File: config.mk
export PLATFORM = sky130hd
export DESIGN_NAME = bresenham_line_stepper
export DESIGN_NICKNAME = d
export VERILOG_FILES = /design/src/rtl/bls_pkg.sv /design/src/rtl/bls_front.sv /design/src/rtl/bls_queue.sv /design/src/rtl/bls_back.sv /design/src/rtl/bresenham_line_stepper.sv
export SDC_FILE = /design/constraint.sdc
export NUM_CORES = 1
export LEC_CHECK = 0
export BUFFER_PORTS_ARGS = -buffer_cell sky130_fd_sc_hd__buf_2
export CORE_UTILIZATION = 45
export CTS_CLUSTER_DIAMETER = 50
export CTS_CLUSTER_SIZE = 12
export DETAILED_ROUTE_END_ITERATION = 10
export SETUP_SLACK_MARGIN = 0.4
export SYNTH_ARGS = -nofsm -noshare
export SYNTH_HDL_FRONTEND = slang
export SYNTH_SLANG_ARGS = --single-unit
File: constraint.sdc
create_clock -name clock -period 6 [get_ports clock]
set_input_delay 0 -clock clock [delete_from_list [all_inputs] [get_ports clock]]
set_output_delay 0 -clock clock [all_outputs]
set_load 0.05 [all_outputs]
File: src/rtl/bls_pkg.sv
`default_nettype none

package bls_pkg;

   // Operation codes carried in the operation field of a request word.
   localparam logic OP_START = 1'b0;
   localparam logic OP_STEP  = 1'b1;

   // Depth of the command queue between the front and the back end.
   localparam int unsigned QUEUE_DEPTH = 4;

   // Status reported by the back end to the top level.
   typedef struct packed {
      logic line_active;
      logic pixels_zero;
      logic pop;
      logic out_load;
   } back_status_type;

endpackage

`default_nettype wire

File: src/rtl/bls_front.sv
`default_nettype none

module bls_front #(
   parameter int unsigned CB = 12,
   parameter int unsigned EW = 4 * CB + 4
) (
   input  wire logic          operation,
   input  wire logic [CB-1:0] start_x,
   input  wire logic [CB-1:0] start_y,
   input  wire logic [CB-1:0] end_x,
   input  wire logic [CB-1:0] end_y,
   output logic      [EW-1:0] entry
);
   import bls_pkg::*;

   logic [CB-1:0] dx;
   logic [CB-1:0] dy;
   logic          x_down;
   logic          y_down;
   logic          steep;
   logic [CB-1:0] major;
   logic [CB-1:0] minor;

   // Absolute deltas, directions and the major axis of a new line.
   always_comb begin
      x_down = (end_x < start_x);
      y_down = (end_y < start_y);
      dx     = x_down ? (start_x - end_x) : (end_x - start_x);
      dy     = y_down ? (start_y - end_y) : (end_y - start_y);
      steep  = (dy > dx);
      major  = steep ? dy : dx;
      minor  = steep ? dx : dy;
      entry  = {operation, start_x, start_y, major, minor, y_down, x_down, steep};
   end

endmodule

`default_nettype wire

File: src/rtl/bls_queue.sv
`default_nettype none

module bls_queue #(
   parameter int unsigned EW = 52
) (
   input  wire logic          clock,
   input  wire logic          reset,
   input  wire logic          push,
   input  wire logic [EW-1:0] push_data,
   output logic               full,
   input  wire logic          pop,
   output logic               not_empty,
   output logic      [EW-1:0] head_data
);
   import bls_pkg::*;

   localparam int unsigned AW = $clog2(QUEUE_DEPTH);
   localparam int unsigned CW = $clog2(QUEUE_DEPTH + 1);

   logic [EW-1:0] slot_ff [QUEUE_DEPTH];
   logic [AW-1:0] wr_ptr_ff, wr_ptr_in;
   logic [AW-1:0] rd_ptr_ff, rd_ptr_in;
   logic [CW-1:0] count_ff, count_in;

   assign full      = (count_ff == CW'(QUEUE_DEPTH));
   assign not_empty = (count_ff != '0);
   assign head_data = slot_ff[rd_ptr_ff];

   always_comb begin
      wr_ptr_in = push ? wr_ptr_ff + AW'(1) : wr_ptr_ff;
      rd_ptr_in = pop  ? rd_ptr_ff + AW'(1) : rd_ptr_ff;
      count_in  = count_ff + CW'(push) - CW'(pop);
   end

   always_ff @(posedge clock) begin
      if (push) begin
         slot_ff[wr_ptr_ff] <= push_data;
      end
   end

   always_ff @(posedge clock) begin
      if (reset) begin
         wr_ptr_ff <= '0;
         rd_ptr_ff <= '0;
         count_ff  <= '0;
      end else begin
         wr_ptr_ff <= wr_ptr_in;
         rd_ptr_ff <= rd_ptr_in;
         count_ff  <= count_in;
      end
   end

endmodule

`default_nettype wire

File: src/rtl/bls_back.sv
`default_nettype none

module bls_back #(
   parameter int unsigned CB = 12,
   parameter int unsigned EW = 4 * CB + 4
) (
   input  wire logic                     clock,
   input  wire logic                     reset,
   input  wire logic                     q_valid,
   input  wire logic [EW-1:0]            q_data,
   output logic                          q_pop,
   output logic                          out_valid,
   input  wire logic                     out_ready,
   output logic [CB-1:0]                 out_x,
   output logic [CB-1:0]                 out_y,
   output logic                          out_last,
   output bls_pkg::back_status_type      status
);
   import bls_pkg::*;

   localparam int unsigned DW = CB + 3;

   logic          e_op;
   logic [CB-1:0] e_sx, e_sy, e_major, e_minor;
   logic          e_ydown, e_xdown, e_steep;

   logic                 active_ff, active_in;
   logic [CB-1:0]        cur_x_ff, cur_x_in;
   logic [CB-1:0]        cur_y_ff, cur_y_in;
   logic signed [DW-1:0] dec_ff, dec_in;
   logic signed [DW-1:0] inc_pos_ff, inc_pos_in;
   logic signed [DW-1:0] inc_neg_ff, inc_neg_in;
   logic [CB:0]          left_ff, left_in;
   logic                 xdown_ff, xdown_in;
   logic                 ydown_ff, ydown_in;
   logic                 steep_ff, steep_in;
   logic                 ovalid_ff, ovalid_in;
   logic [CB-1:0]        ox_ff, ox_in;
   logic [CB-1:0]        oy_ff, oy_in;
   logic                 olast_ff, olast_in;

   logic out_free;
   logic emit;
   logic minor_move;
   logic [CB-1:0] x_next, y_next;

   assign {e_op, e_sx, e_sy, e_major, e_minor, e_ydown, e_xdown, e_steep} = q_data;

   assign out_free = !ovalid_ff || out_ready;
   assign q_pop    = q_valid && out_free;
   assign emit     = q_pop && (e_op == OP_STEP) && active_ff;

   always_comb begin
      minor_move = !dec_ff[DW-1];
      x_next = xdown_ff ? cur_x_ff - CB'(1) : cur_x_ff + CB'(1);
      y_next = ydown_ff ? cur_y_ff - CB'(1) : cur_y_ff + CB'(1);

      active_in  = active_ff;
      cur_x_in   = cur_x_ff;
      cur_y_in   = cur_y_ff;
      dec_in     = dec_ff;
      inc_pos_in = inc_pos_ff;
      inc_neg_in = inc_neg_ff;
      left_in    = left_ff;
      xdown_in   = xdown_ff;
      ydown_in   = ydown_ff;
      steep_in   = steep_ff;
      ox_in      = ox_ff;
      oy_in      = oy_ff;
      olast_in   = olast_ff;
      ovalid_in  = emit ? 1'b1 : (out_ready ? 1'b0 : ovalid_ff);

      if (q_pop && (e_op == OP_START)) begin
         active_in  = 1'b1;
         cur_x_in   = e_sx;
         cur_y_in   = e_sy;
         inc_pos_in = signed'({2'b00, e_minor, 1'b0});
         inc_neg_in = signed'({2'b00, e_minor, 1'b0}) - signed'({2'b00, e_major, 1'b0});
         dec_in     = signed'({2'b00, e_minor, 1'b0}) - signed'({3'b000, e_major});
         left_in    = {1'b0, e_major} + (CB + 1)'(1);
         xdown_in   = e_xdown;
         ydown_in   = e_ydown;
         steep_in   = e_steep;
      end else if (emit) begin
         ox_in    = cur_x_ff;
         oy_in    = cur_y_ff;
         olast_in = (left_ff == (CB + 1)'(1));
         if (steep_ff) begin
            cur_y_in = y_next;
            if (minor_move) begin
               cur_x_in = x_next;
            end
         end else begin
            cur_x_in = x_next;
            if (minor_move) begin
               cur_y_in = y_next;
            end
         end
         dec_in    = dec_ff + (minor_move ? inc_neg_ff : inc_pos_ff);
         left_in   = left_ff - (CB + 1)'(1);
         active_in = (left_ff != (CB + 1)'(1));
      end
   end

   always_ff @(posedge clock) begin
      if (reset) begin
         active_ff  <= 1'b0;
         ovalid_ff  <= 1'b0;
         cur_x_ff   <= '0;
         cur_y_ff   <= '0;
         dec_ff     <= '0;
         inc_pos_ff <= '0;
         inc_neg_ff <= '0;
         left_ff    <= '0;
         xdown_ff   <= 1'b0;
         ydown_ff   <= 1'b0;
         steep_ff   <= 1'b0;
      end else begin
         active_ff  <= active_in;
         ovalid_ff  <= ovalid_in;
         cur_x_ff   <= cur_x_in;
         cur_y_ff   <= cur_y_in;
         dec_ff     <= dec_in;
         inc_pos_ff <= inc_pos_in;
         inc_neg_ff <= inc_neg_in;
         left_ff    <= left_in;
         xdown_ff   <= xdown_in;
         ydown_ff   <= ydown_in;
         steep_ff   <= steep_in;
      end
   end

   always_ff @(posedge clock) begin
      ox_ff    <= ox_in;
      oy_ff    <= oy_in;
      olast_ff <= olast_in;
   end

   assign out_valid = ovalid_ff;
   assign out_x     = ox_ff;
   assign out_y     = oy_ff;
   assign out_last  = olast_ff;

   always_comb begin
      status.line_active = active_ff;
      status.pixels_zero = (left_ff == '0);
      status.pop         = q_pop;
      status.out_load    = emit;
   end

endmodule

`default_nettype wire

File: src/rtl/bresenham_line_stepper.sv
// A step word is queued, then loaded into the output register that drives rsp_.
// Throughput: one word per cycle, one pixel per cycle while rsp_ready stays high.
// The rate is set by the back end's single add on the decision term per pixel.
// A start word produces no pixel; the back end loads the line from it.
// Reset is synchronous and active high; it empties the queue and leaves the block idle.
`default_nettype none

module bresenham_line_stepper #(
   parameter int unsigned COORD_BITS = 12
) (
   input  wire logic                  clock,
   input  wire logic                  reset,
   input  wire logic                  req_valid,
   output logic                       req_ready,
   input  wire logic                  req_operation,
   input  wire logic [COORD_BITS-1:0] req_start_x,
   input  wire logic [COORD_BITS-1:0] req_start_y,
   input  wire logic [COORD_BITS-1:0] req_end_x,
   input  wire logic [COORD_BITS-1:0] req_end_y,
   output logic                       rsp_valid,
   input  wire logic                  rsp_ready,
   output logic [COORD_BITS-1:0]      rsp_pixel_x,
   output logic [COORD_BITS-1:0]      rsp_pixel_y,
   output logic                       rsp_last_pixel
);
   import bls_pkg::*;

   // A queue entry holds the operation, the start point, both deltas, the
   // two direction bits and the steep flag.
   localparam int unsigned EW = 4 * COORD_BITS + 4;

   logic            q_full;
   logic            q_not_empty;
   logic            q_pop;
   logic [EW-1:0]   front_entry;
   logic [EW-1:0]   head_entry;
   back_status_type status;

   // The front end classifies each word and, for a start word, works out the
   // absolute deltas, the step directions and which axis is the major one.
   bls_front #(
      .CB (COORD_BITS),
      .EW (EW)
   ) u_front (
      .operation (req_operation),
      .start_x   (req_start_x),
      .start_y   (req_start_y),
      .end_x     (req_end_x),
      .end_y     (req_end_y),
      .entry     (front_entry)
   );

   // The queue decouples the request side from the pixel side, so a stalled
   // result channel does not stop new words from being taken until it fills.
   assign req_ready = !q_full;

   bls_queue #(
      .EW (EW)
   ) u_queue (
      .clock     (clock),
      .reset     (reset),
      .push      (req_valid && req_ready),
      .push_data (front_entry),
      .full      (q_full),
      .pop       (q_pop),
      .not_empty (q_not_empty),
      .head_data (head_entry)
   );

   // The back end holds the line state and steps one pixel per step command into
   // an output register; a step that arrives with no line in progress is
   // dropped without a result.
   bls_back #(
      .CB (COORD_BITS),
      .EW (EW)
   ) u_back (
      .clock     (clock),
      .reset     (reset),
      .q_valid   (q_not_empty),
      .q_data    (head_entry),
      .q_pop     (q_pop),
      .out_valid (rsp_valid),
      .out_ready (rsp_ready),
      .out_x     (rsp_pixel_x),
      .out_y     (rsp_pixel_y),
      .out_last  (rsp_last_pixel),
      .status    (status)
   );

   // An active line always has at least one pixel left to give.
   a_active_has_pixels: assert property (@(posedge clock) disable iff (reset)
      status.line_active |-> !status.pixels_zero)
      else $error("line active with no pixels left");

   // The back end only takes commands the queue actually holds.
   a_pop_nonempty: assert property (@(posedge clock) disable iff (reset)
      status.pop |-> q_not_empty)
      else $error("queue popped while empty");

   // Once the final pixel of a line is loaded for output, the line is over.
   a_last_ends_line: assert property (@(posedge clock) disable iff (reset)
      status.out_load |=> (!rsp_last_pixel || !status.line_active))
      else $error("line still active after its last pixel");

endmodule

`default_nettype wire

==> results of run 1 <==
## critical path, delay by kind of cell
kind	cells	cell delay (ns)
adder cells (fa/ha/maj)	3	0.89
AO/OA/AOI/OAI	4	1.21
buffers and inverters	5	1.33
XOR/XNOR	1	0.07
AND/OR/NAND/NOR	7	1.86
## final cells by class
class | count | area share [%]
clock buffers | 55 | 5.449
clock inverters | 15 | 0.8068
multi-input cells | 1039 | 40.76
well taps | 518 | 3.215
flip-flops and latches | 323 | 43.67
repair buffers | 124 | 4.034
inverters | 110 | 2.073
## layer usage
layer | vias to the layer above | GRT usage [%]
met5 | - | 0
met4 | 0 | 6.216
met3 | 57 | 2.571
met2 | 269 | 34.54
met1 | 6103 | 29.99
li1 | 5952 | -
## logic make-up (layout without fill, tap and decap cells)
family / Yosys count / count (layout)
compound gates: 372 / 372
xor+xnor: 64 / 64
fa+ha+maj: 133 / 133
buf+inv: 172 / 304
flops: 323 / 323
mux: 102 / 102
simple gates: 368 / 368
## worst min path at each step
stage	endpoint	slack (ns)
2_1_floorplan	u_queue.slot_ff[0][27]$_DFFE_PP_	0.1
3_3_place_gp	u_queue.slot_ff[0][51]$_DFFE_PP_	0.21
3_5_place_dp	u_queue.slot_ff[1][51]$_DFFE_PP_	0.23
4_1_cts	u_queue.slot_ff[3][15]$_DFFE_PP_	0.07
5_1_grt	u_queue.slot_ff[3][15]$_DFFE_PP_	0.12
6_report	u_queue.slot_ff[3][15]$_DFFE_PP_	0.07
## power breakdown
part           internal (mW)  leakage, nW  switching, mW
sequential              3.01         2.88          0.278
clock                   1.38        0.616          0.927
combinational           1.94         4.31           2.99
## registers in the layout (all words and copies together) (netlist names), 2 cells and up, named ones only
register and count:
u_back.out_x 12, u_back.dec_ff 14, u_back.inc_pos_ff 12, u_queue.count_ff 3
u_queue.wr_ptr_ff 2, u_back.out_y 12, u_back.left_ff 13, u_queue.slot_ff 208
u_queue.rd_ptr_ff 2, u_back.inc_neg_ff 13, u_back.cur_y_ff 12, u_back.cur_x_ff 12
## Yosys cell counts (all sizes together), types with 5 or more instances
master,n
edfxtp,233
nand3b,5
a21oi,124
clkbuf,27
o21a,14
nand4,9
nand3,26
a311oi,6
a211oi,24
a221oi,9
a211o,6
o221ai,8
mux4,52
nand2,109
nand2b,17
buf,35
and2,6
and3,14
or2,6
nor2b,16
inv,110
a21boi,7
a31oi,15
nor2,91
ha,123
or3,10
o211ai,11
xnor2,45
o21ai,75
nor3,41
or4,6
a21o,24
dfxtp,90
fa,10
mux2i,33
xor2,19
mux2,17
nor4,5
o31ai,7
o31a,5
a2111oi,7
## metrics by stage
step | worst slack, ns | utilization, % | cells | hold slack [ns]
CTS | 1.008 | 52.04 | 2184 | 0.07312
floorplan | 1.927 | - | 1534 | 0.09887
finish | 0.9793 | 52.04 | 2184 | 0.07469
global route | 0.5259 | 52.04 | 2184 | 0.1233
detailed placement | 0.9872 | 48.09 | 2087 | 0.2265
global placement | 1.104 | 48.09 | 2087 | 0.2138
## repair_timing
| item | 4_1_cts | 5_1_grt |
|---|---|---|
| setup endpoints to repair | 0 | 0 |
| hold endpoints to repair | 103 | 0 |
| resized for setup | 0 | 0 |
| hold buffers | 27 | 0 |
==> reports/metrics.yaml, run 1 <==
cts_setup_buffers: 0
numCtsBuffers: 40
via_per_inst: 5.669
period_minus_slack_ns: 5.021
synth_xor_area_share_pct: 3.165
crit_required_ns: 6.34
status: "finished clean"
wl_met3_um: 1722
path_max_fanout: 17
mostFrequentLayoutCells: "233 x edfxtp_1, 124 x a21oi_1, 123 x ha_1"
end_kind: "flop"
syn2layout_area_growth_pct: 13.83
finalSetupTns_ns: 0
synthesis.area_um2: 17710
antenna_found_initial: 0
cts_tree: "done"
grt_pass1_wl_um: 67350
max_slew_margin_pct: 35.08
diodes: 0
rows: 72
initial_utilization_pct: 45.72
holdPathStages: 3
rsz0062_at_grt: "no"
power.total_mw: 10.52
drcViolationCount: 0
ios: 80
met2_length_um: 19740
first_pass_iters: 5
multiInputGateArea_um2: 8217
crit_arrival_ns: 5.36
wirelength_met1_um: 20030
synth_seq_cells: 323
die_h_um: 200.4
synth_fa_ha_area_share_pct: 9.820
crit_end: "u_queue.slot_ff[3][10]$_DFFE_PP_"
synth_simple_gate_area_share_pct: 9.926
synthFlopType: "edfxtp_1"
critPathMaxStageDelay_ns: 0.55
ys_async_sr_fraction_pct: 0
synth_top_family_by_area: "compound AO/OA/AOI/OAI gates"
grt_max_degree: 75
muxShareOfSynthArea_pct: 9.622
drive_above_1_share_pct: 15.01
path_cells: "dlygate4sd3_1, buf_2, ha_1, inv_1, fa_1, a21o_1, a211o_1, and3b_1, nand2b_1, a211oi_1, or2_2, xnor2_1, ha_1, nand4_1, or3_1, nand2_1, buf_4, inv_1, or4_1, o211ai_1"
p_leak_nw: 7.805
grtUsageTotal_pct: 21.28
synth_top_cell_by_area: "edfxtp_1"
dp_hpwl_um: 29720
skew_ns: 0.02469
ys_warn_count: 0
hold_path_class: "input pin to flop"
final_hold_viol_count: 0
nFillCells: 3451
synth_edf_count: 233
syn-num-nets: 1720
die_w_um: 200.4
maxCapViolCount: 0
r2r_slack_ns: 2.05
cts_buffer_depth: 3
routed_wirelength_um: 42300
ant_nets: 0
gp_congestion: 0.9248
cts_htree_levels: 2
ir_drop_mv: 0.2458
top_layer: "met4"
cp_slowest_cell: "a211oi_1"
clk_pin_slew_worst_paths_ns: 0.06
wire_per_inst_um: 19.37
worst_pin_slew_ns: 0.9727
finalNetCount: 1824
synth_compound_area_share_pct: 13.82
cp-start-kind: "input pin"
layout_commonest_cell: "edfxtp_1"
avgSynthCellArea_um2: 11.55
cts_root_buffer: "clkbuf_16"
synth.distinct_cells: 78
fmax_ghz: 0.1992
worstRegToRegCells: 8
drtIter0Drc: 870
power_density_nw_per_um2: 522.0
synth_top_cells_by_area: "edfxtp_1 40%, dfxtp_1 10%, ha_1 8.7%"
num_vias: 12380
seqCellArea_um2: 8803
finalInstanceArea_um2: 20160
ys_seq_area_share_pct: 49.68
core_um2: 38740
drv_slew: 0
critical_path_class: "input pin to flop"
r2r-end: "u_back.inc_neg_ff[13]$_SDFFE_PP0P_"
synth_top_area_share_pct: 39.51
die_area_um2: 40150
syn_inst: 1534
port_buffers: 79
dpl_cell_area_um2: 18630
hold_start: "req_end_y[0]"
grt_pass1_vias: 12140
cts.sinks: 323
grt_remaining_overflow: 0
crit_start: "req_start_y[0]"
post-route-period-util_pct: 83.68
insertion_delay_ns: 0.55
setup_viol: 0
No activity file was read; power rests on OpenSTA's default activity.
==> inputs of run 2 (changes only) <==
--- a/config.mk
+++ b/config.mk
@@ -5,6 +5,7 @@
 export SDC_FILE = /design/constraint.sdc
 export NUM_CORES = 1
 export LEC_CHECK = 0
+export ABC_AREA = 1
 export BUFFER_PORTS_ARGS = -buffer_cell sky130_fd_sc_hd__buf_2
 export CORE_UTILIZATION = 45
 export CTS_CLUSTER_DIAMETER = 50
==> constraint.sdc (replaced) <==
create_clock -name clock -period 4.7 [get_ports clock]
set_input_delay 0 -clock clock [delete_from_list [all_inputs] [get_ports clock]]
set_output_delay 0 -clock clock [all_outputs]
set_load 0.05 [all_outputs]
==> run 2 against run 1 <==
- final cell count rose by 32%
- cell area increased by 6.2%
- largest power group unchanged
- highest routed layer unchanged
- clock power rose by 31%
- non-clock buffer count up 8
- global-route usage grew 2.3 points
- combinational power up 64%
- first-iteration DRC count grew 30%
- largest cell class unchanged
- wire length up 20%
- via count rose by 24%
- utilization shrank 0.077 points
- count of clock-buffer cells in the layout increased by 1
==> reports/metrics.yaml, run 2 <==
synth_top_area_share_pct: 36.83  # was 39.51%
cts_tree: "done"  # unchanged
grt_pass1_vias: 14680  # was 12,140
rsz0062_at_grt: "yes"  # was no
path_max_fanout: 13  # was 17
routed_wirelength_um: 50670  # was 42,300 um
cp-start-kind: "input pin"  # unchanged
syn-num-nets: 2412  # was 1,720
crit_arrival_ns: 4.30  # was 5.36 ns
skew_ns: 0.03667  # was 0.02469 ns
die_w_um: 207.5  # was 200.4 um
die_area_um2: 43040  # was 40,150 um2
clk_pin_slew_worst_paths_ns: 0.06  # about the same
synth_top_cell_by_area: "edfxtp_1"  # unchanged
internal_power_mw: 8.186  # was 6.330 mW
hold_path_class: "input pin to flop"  # unchanged
synth_seq_cells: 323  # unchanged
ys_async_sr_fraction_pct: 0  # unchanged
finalSetupTns_ns: 0  # unchanged
nFillCells: 3928  # was 3,451
rows: 74  # was 72
p_leak_nw: 9.387  # was 7.805 nW
wire_per_inst_um: 17.57  # was 19.37 um
top_register: "u_queue.slot_ff"  # unchanged
finalNetCount: 2504  # was 1,824
syn2layout_area_growth_pct: 12.71  # was 13.83%
synth.most_common_cell: "nand2_1"  # was edfxtp_1
drcViolationCount: 0  # unchanged
final_hold_viol_count: 0  # unchanged
crit_required_ns: 5.03  # was 6.34 ns
dp_hpwl_um: 36660  # was 29,720 um
crit_start: "req_start_y[0]"  # unchanged
critPathMaxStageDelay_ns: 0.52  # was 0.55 ns
ys_seq_area_share_pct: 46.31  # was 49.68%
yosys-top-cells-count: "461 x nand2_1, 266 x inv_1, 233 x edfxtp_1"  # was 233 x edfxtp_1, 124 x a21oi_1, 123 x ha_1
post-route-period-util_pct: 84.51
power_density_nw_per_um2: 713.8  # was 522.0 nW/um2
worst_pin_slew_ns: 1.229  # was 0.9727 ns
crit_top_cell: "nand2_1"
crit_buf_inv: 8  # was 5
p_switching_mw: 7.097  # was 4.195 mW
seqCellArea_um2: 8802  # was 8803 um2
cp_top_family: "buffers and inverters"  # was simple AND/OR/NAND/NOR gates
switching_share_pct: 46.43  # was 39.86%
grtUsageTotal_pct: 23.59  # was 21.28%
synth.distinct_cells: 50  # was 78
cp_slowest_cell: "dlygate4sd3_1"  # was a211oi_1
core_um2: 41200  # was 38,740 um2
largest_register_ff_count: 208  # unchanged
multiInputGateArea_um2: 8712  # was 8217 um2
cts_htree_levels: 2  # unchanged
cts_buffer_depth: 3  # unchanged
first_pass_iters: 5  # unchanged
synthFlopType: "edfxtp_1"  # unchanged
critical_path_class: "input pin to flop"  # unchanged
drtIter0Drc: 1129  # was 870
synth_edf_count: 233  # unchanged
numCtsBuffers: 41  # was 40
maxCapViolCount: 0  # unchanged
port_buffers: 79  # unchanged
period_minus_slack_ns: 3.972
drive_above_1_share_pct: 9.957  # was 15.01%
initial_utilization_pct: 46.11  # was 45.72%
ant_nets: 0  # unchanged
max_slew_margin_pct: 17.23  # was 35.08%
grt_pass1_wl_um: 79680  # was 67,350 um
fmax_ghz: 0.2518
grt_max_degree: 66  # was 75
drv_slew: 0  # unchanged
num_vias: 15370  # was 12,380
status: "finished clean"  # unchanged
whs_ns: 0.02716  # was 0.07469 ns
antenna_found_initial: 4  # was 0
hold_start: "reset"  # was req_end_y[0]
synthesis.area_um2: 19000  # was 17,710 um2
insertion_delay_ns: 0.57  # was 0.55 ns
syn_inst: 2226  # was 1,534
via_per_inst: 5.329  # was 5.669
layout_commonest_cell: "nand2_1"  # was edfxtp_1
end_kind: "flop"  # unchanged
comb_power_share_pct: 52.8  # was 46.9%
ios: 80  # unchanged
cts.sinks: 323  # unchanged
seqPwrFrac_pct: 27.4  # was 31.2%
cts_root_buffer: "clkbuf_16"  # unchanged
setup_viol: 0  # unchanged
synth_top_cells_by_area: "edfxtp_1 37%, dfxtp_1 9.5%, nand2_1 9.1%"  # was edfxtp_1 40%, dfxtp_1 10%, ha_1 8.7%
top_regs: "u_queue.slot_ff (208), u_back.dec_ff (14)"  # unchanged
mostFrequentLayoutCells: "461 x nand2_1, 264 x inv_1, 233 x edfxtp_1"  # was 233 x edfxtp_1, 124 x a21oi_1, 123 x ha_1
grt_remaining_overflow: 0  # unchanged
die_h_um: 207.5  # was 200.4 um
clock_power_share_pct: 19.8  # was 21.9%
utilization_pct: 51.97  # was 52.04%
ys_warn_count: 0  # unchanged
ir_drop_mv: 0.3132  # was 0.2458 mV
gp_congestion: 0.9093  # was 0.9248
avgSynthCellArea_um2: 8.534  # was 11.55 um2
==> run 2: logic make-up (layout without fill, tap and decap cells) <==
group,count (synthesis),after routing,share of synthesized area (%)
AO/OA/AOI/OAI,507,507,14.69
XOR/XNOR,60,60,2.766
adder cells (fa/ha/maj),133,133,9.155
buffers and inverters,357,481,7.983
flip-flops,323,323,46.31
other,0,2,0
AND/OR/NAND/NOR,846,846,19.09
==> run 2: layout make-up <==
type / count / share of cell area (%)
diodes: 2 / 0.02337
clock buffers: 56 / 5.388
clock inverters: 19 / 0.7772
inverters: 274 / 4.838
multi-input cells: 1546 / 40.69
flip-flops and latches: 323 / 41.11
well taps: 532 / 3.109
repair buffers: 132 / 4.067
==> run 2: worst paths after layout <==
kind / end / slack [ns] / cells after the start
setup / recovery: u_queue.slot_ff[1][19]$_DFFE_PP_ / 0.73 / 26
hold / removal: u_back.steep_ff$_SDFFE_PP0P_ / 0.03 / 2
setup reg to reg: u_back.dec_ff[13]$_SDFFE_PP0P_ / 0.95 / 14
hold reg to reg: u_back.inc_pos_ff[11]$_SDFFE_PP0P_ / 0.46 / 2
==> run 2: repair_timing <==
item                                    4_1_cts  5_1_grt
endpoints found under the hold margin       101        0
hold buffers                                 26        0
buffers inserted                              0        1
endpoints found under the setup margin        0       28
resized for setup                             0        8
==> run 2: worst reg2reg max path: stages, from the launching register on <==
cell and delay (ns):
dfxtp_4 0.48, inv_2 0.63, buf_4 0.43, o21ai_0 0.15, o22ai_1 0.49, ha_1 0.36, nand2_1 0.14, nor2_1 0.15
nand3_1 0.09, nand3_1 0.18, nand4_1 0.20, nand2_1 0.12, nand2_1 0.06, nor2_1 0.09, nor2_1 0.04
==> run 2: metal layers <==
| layer | wire length [um] | share of wire, % | global-route usage (%) |
|---|---|---|---|
| met1 | 24390 | 48 | 32.92 |
| met2 | 22940 | 45 | 38.14 |
| met3 | 2297 | 4.5 | 2.980 |
| met4 | 1047 | 2.1 | 7.334 |
| met5 | 0 | 0 | 0 |
==> run 2: power groups by stage <==
stage / Combinational (mW) / Clock [mW] / Sequential [mW]
2_1_floorplan: 5.87 / 0 / 4.26
3_3_place_gp: 7.91 / 0 / 4.23
3_5_place_dp: 7.99 / 0 / 4.24
4_1_cts: 8.04 / 3.08 / 4.18
5_1_grt: 9.05 / 3.19 / 4.25
6_report: 8.07 / 3.02 / 4.18
==> run 2: per-stage QoR <==
step / instance area [um2] / worst slack (ns) / cells / total power [mW]
after floorplan: 19000 / 0.9085 / 2226 / 10.12
final: 21410 / 0.7282 / 2884 / 15.28
after global routing: 21410 / 0.3696 / 2882 / 16.49
after detailed placement: 19810 / 0.5923 / 2780 / 12.23
after CTS: 21390 / 0.6329 / 2881 / 15.30
after global placement: 19810 / 0.6628 / 2780 / 12.14
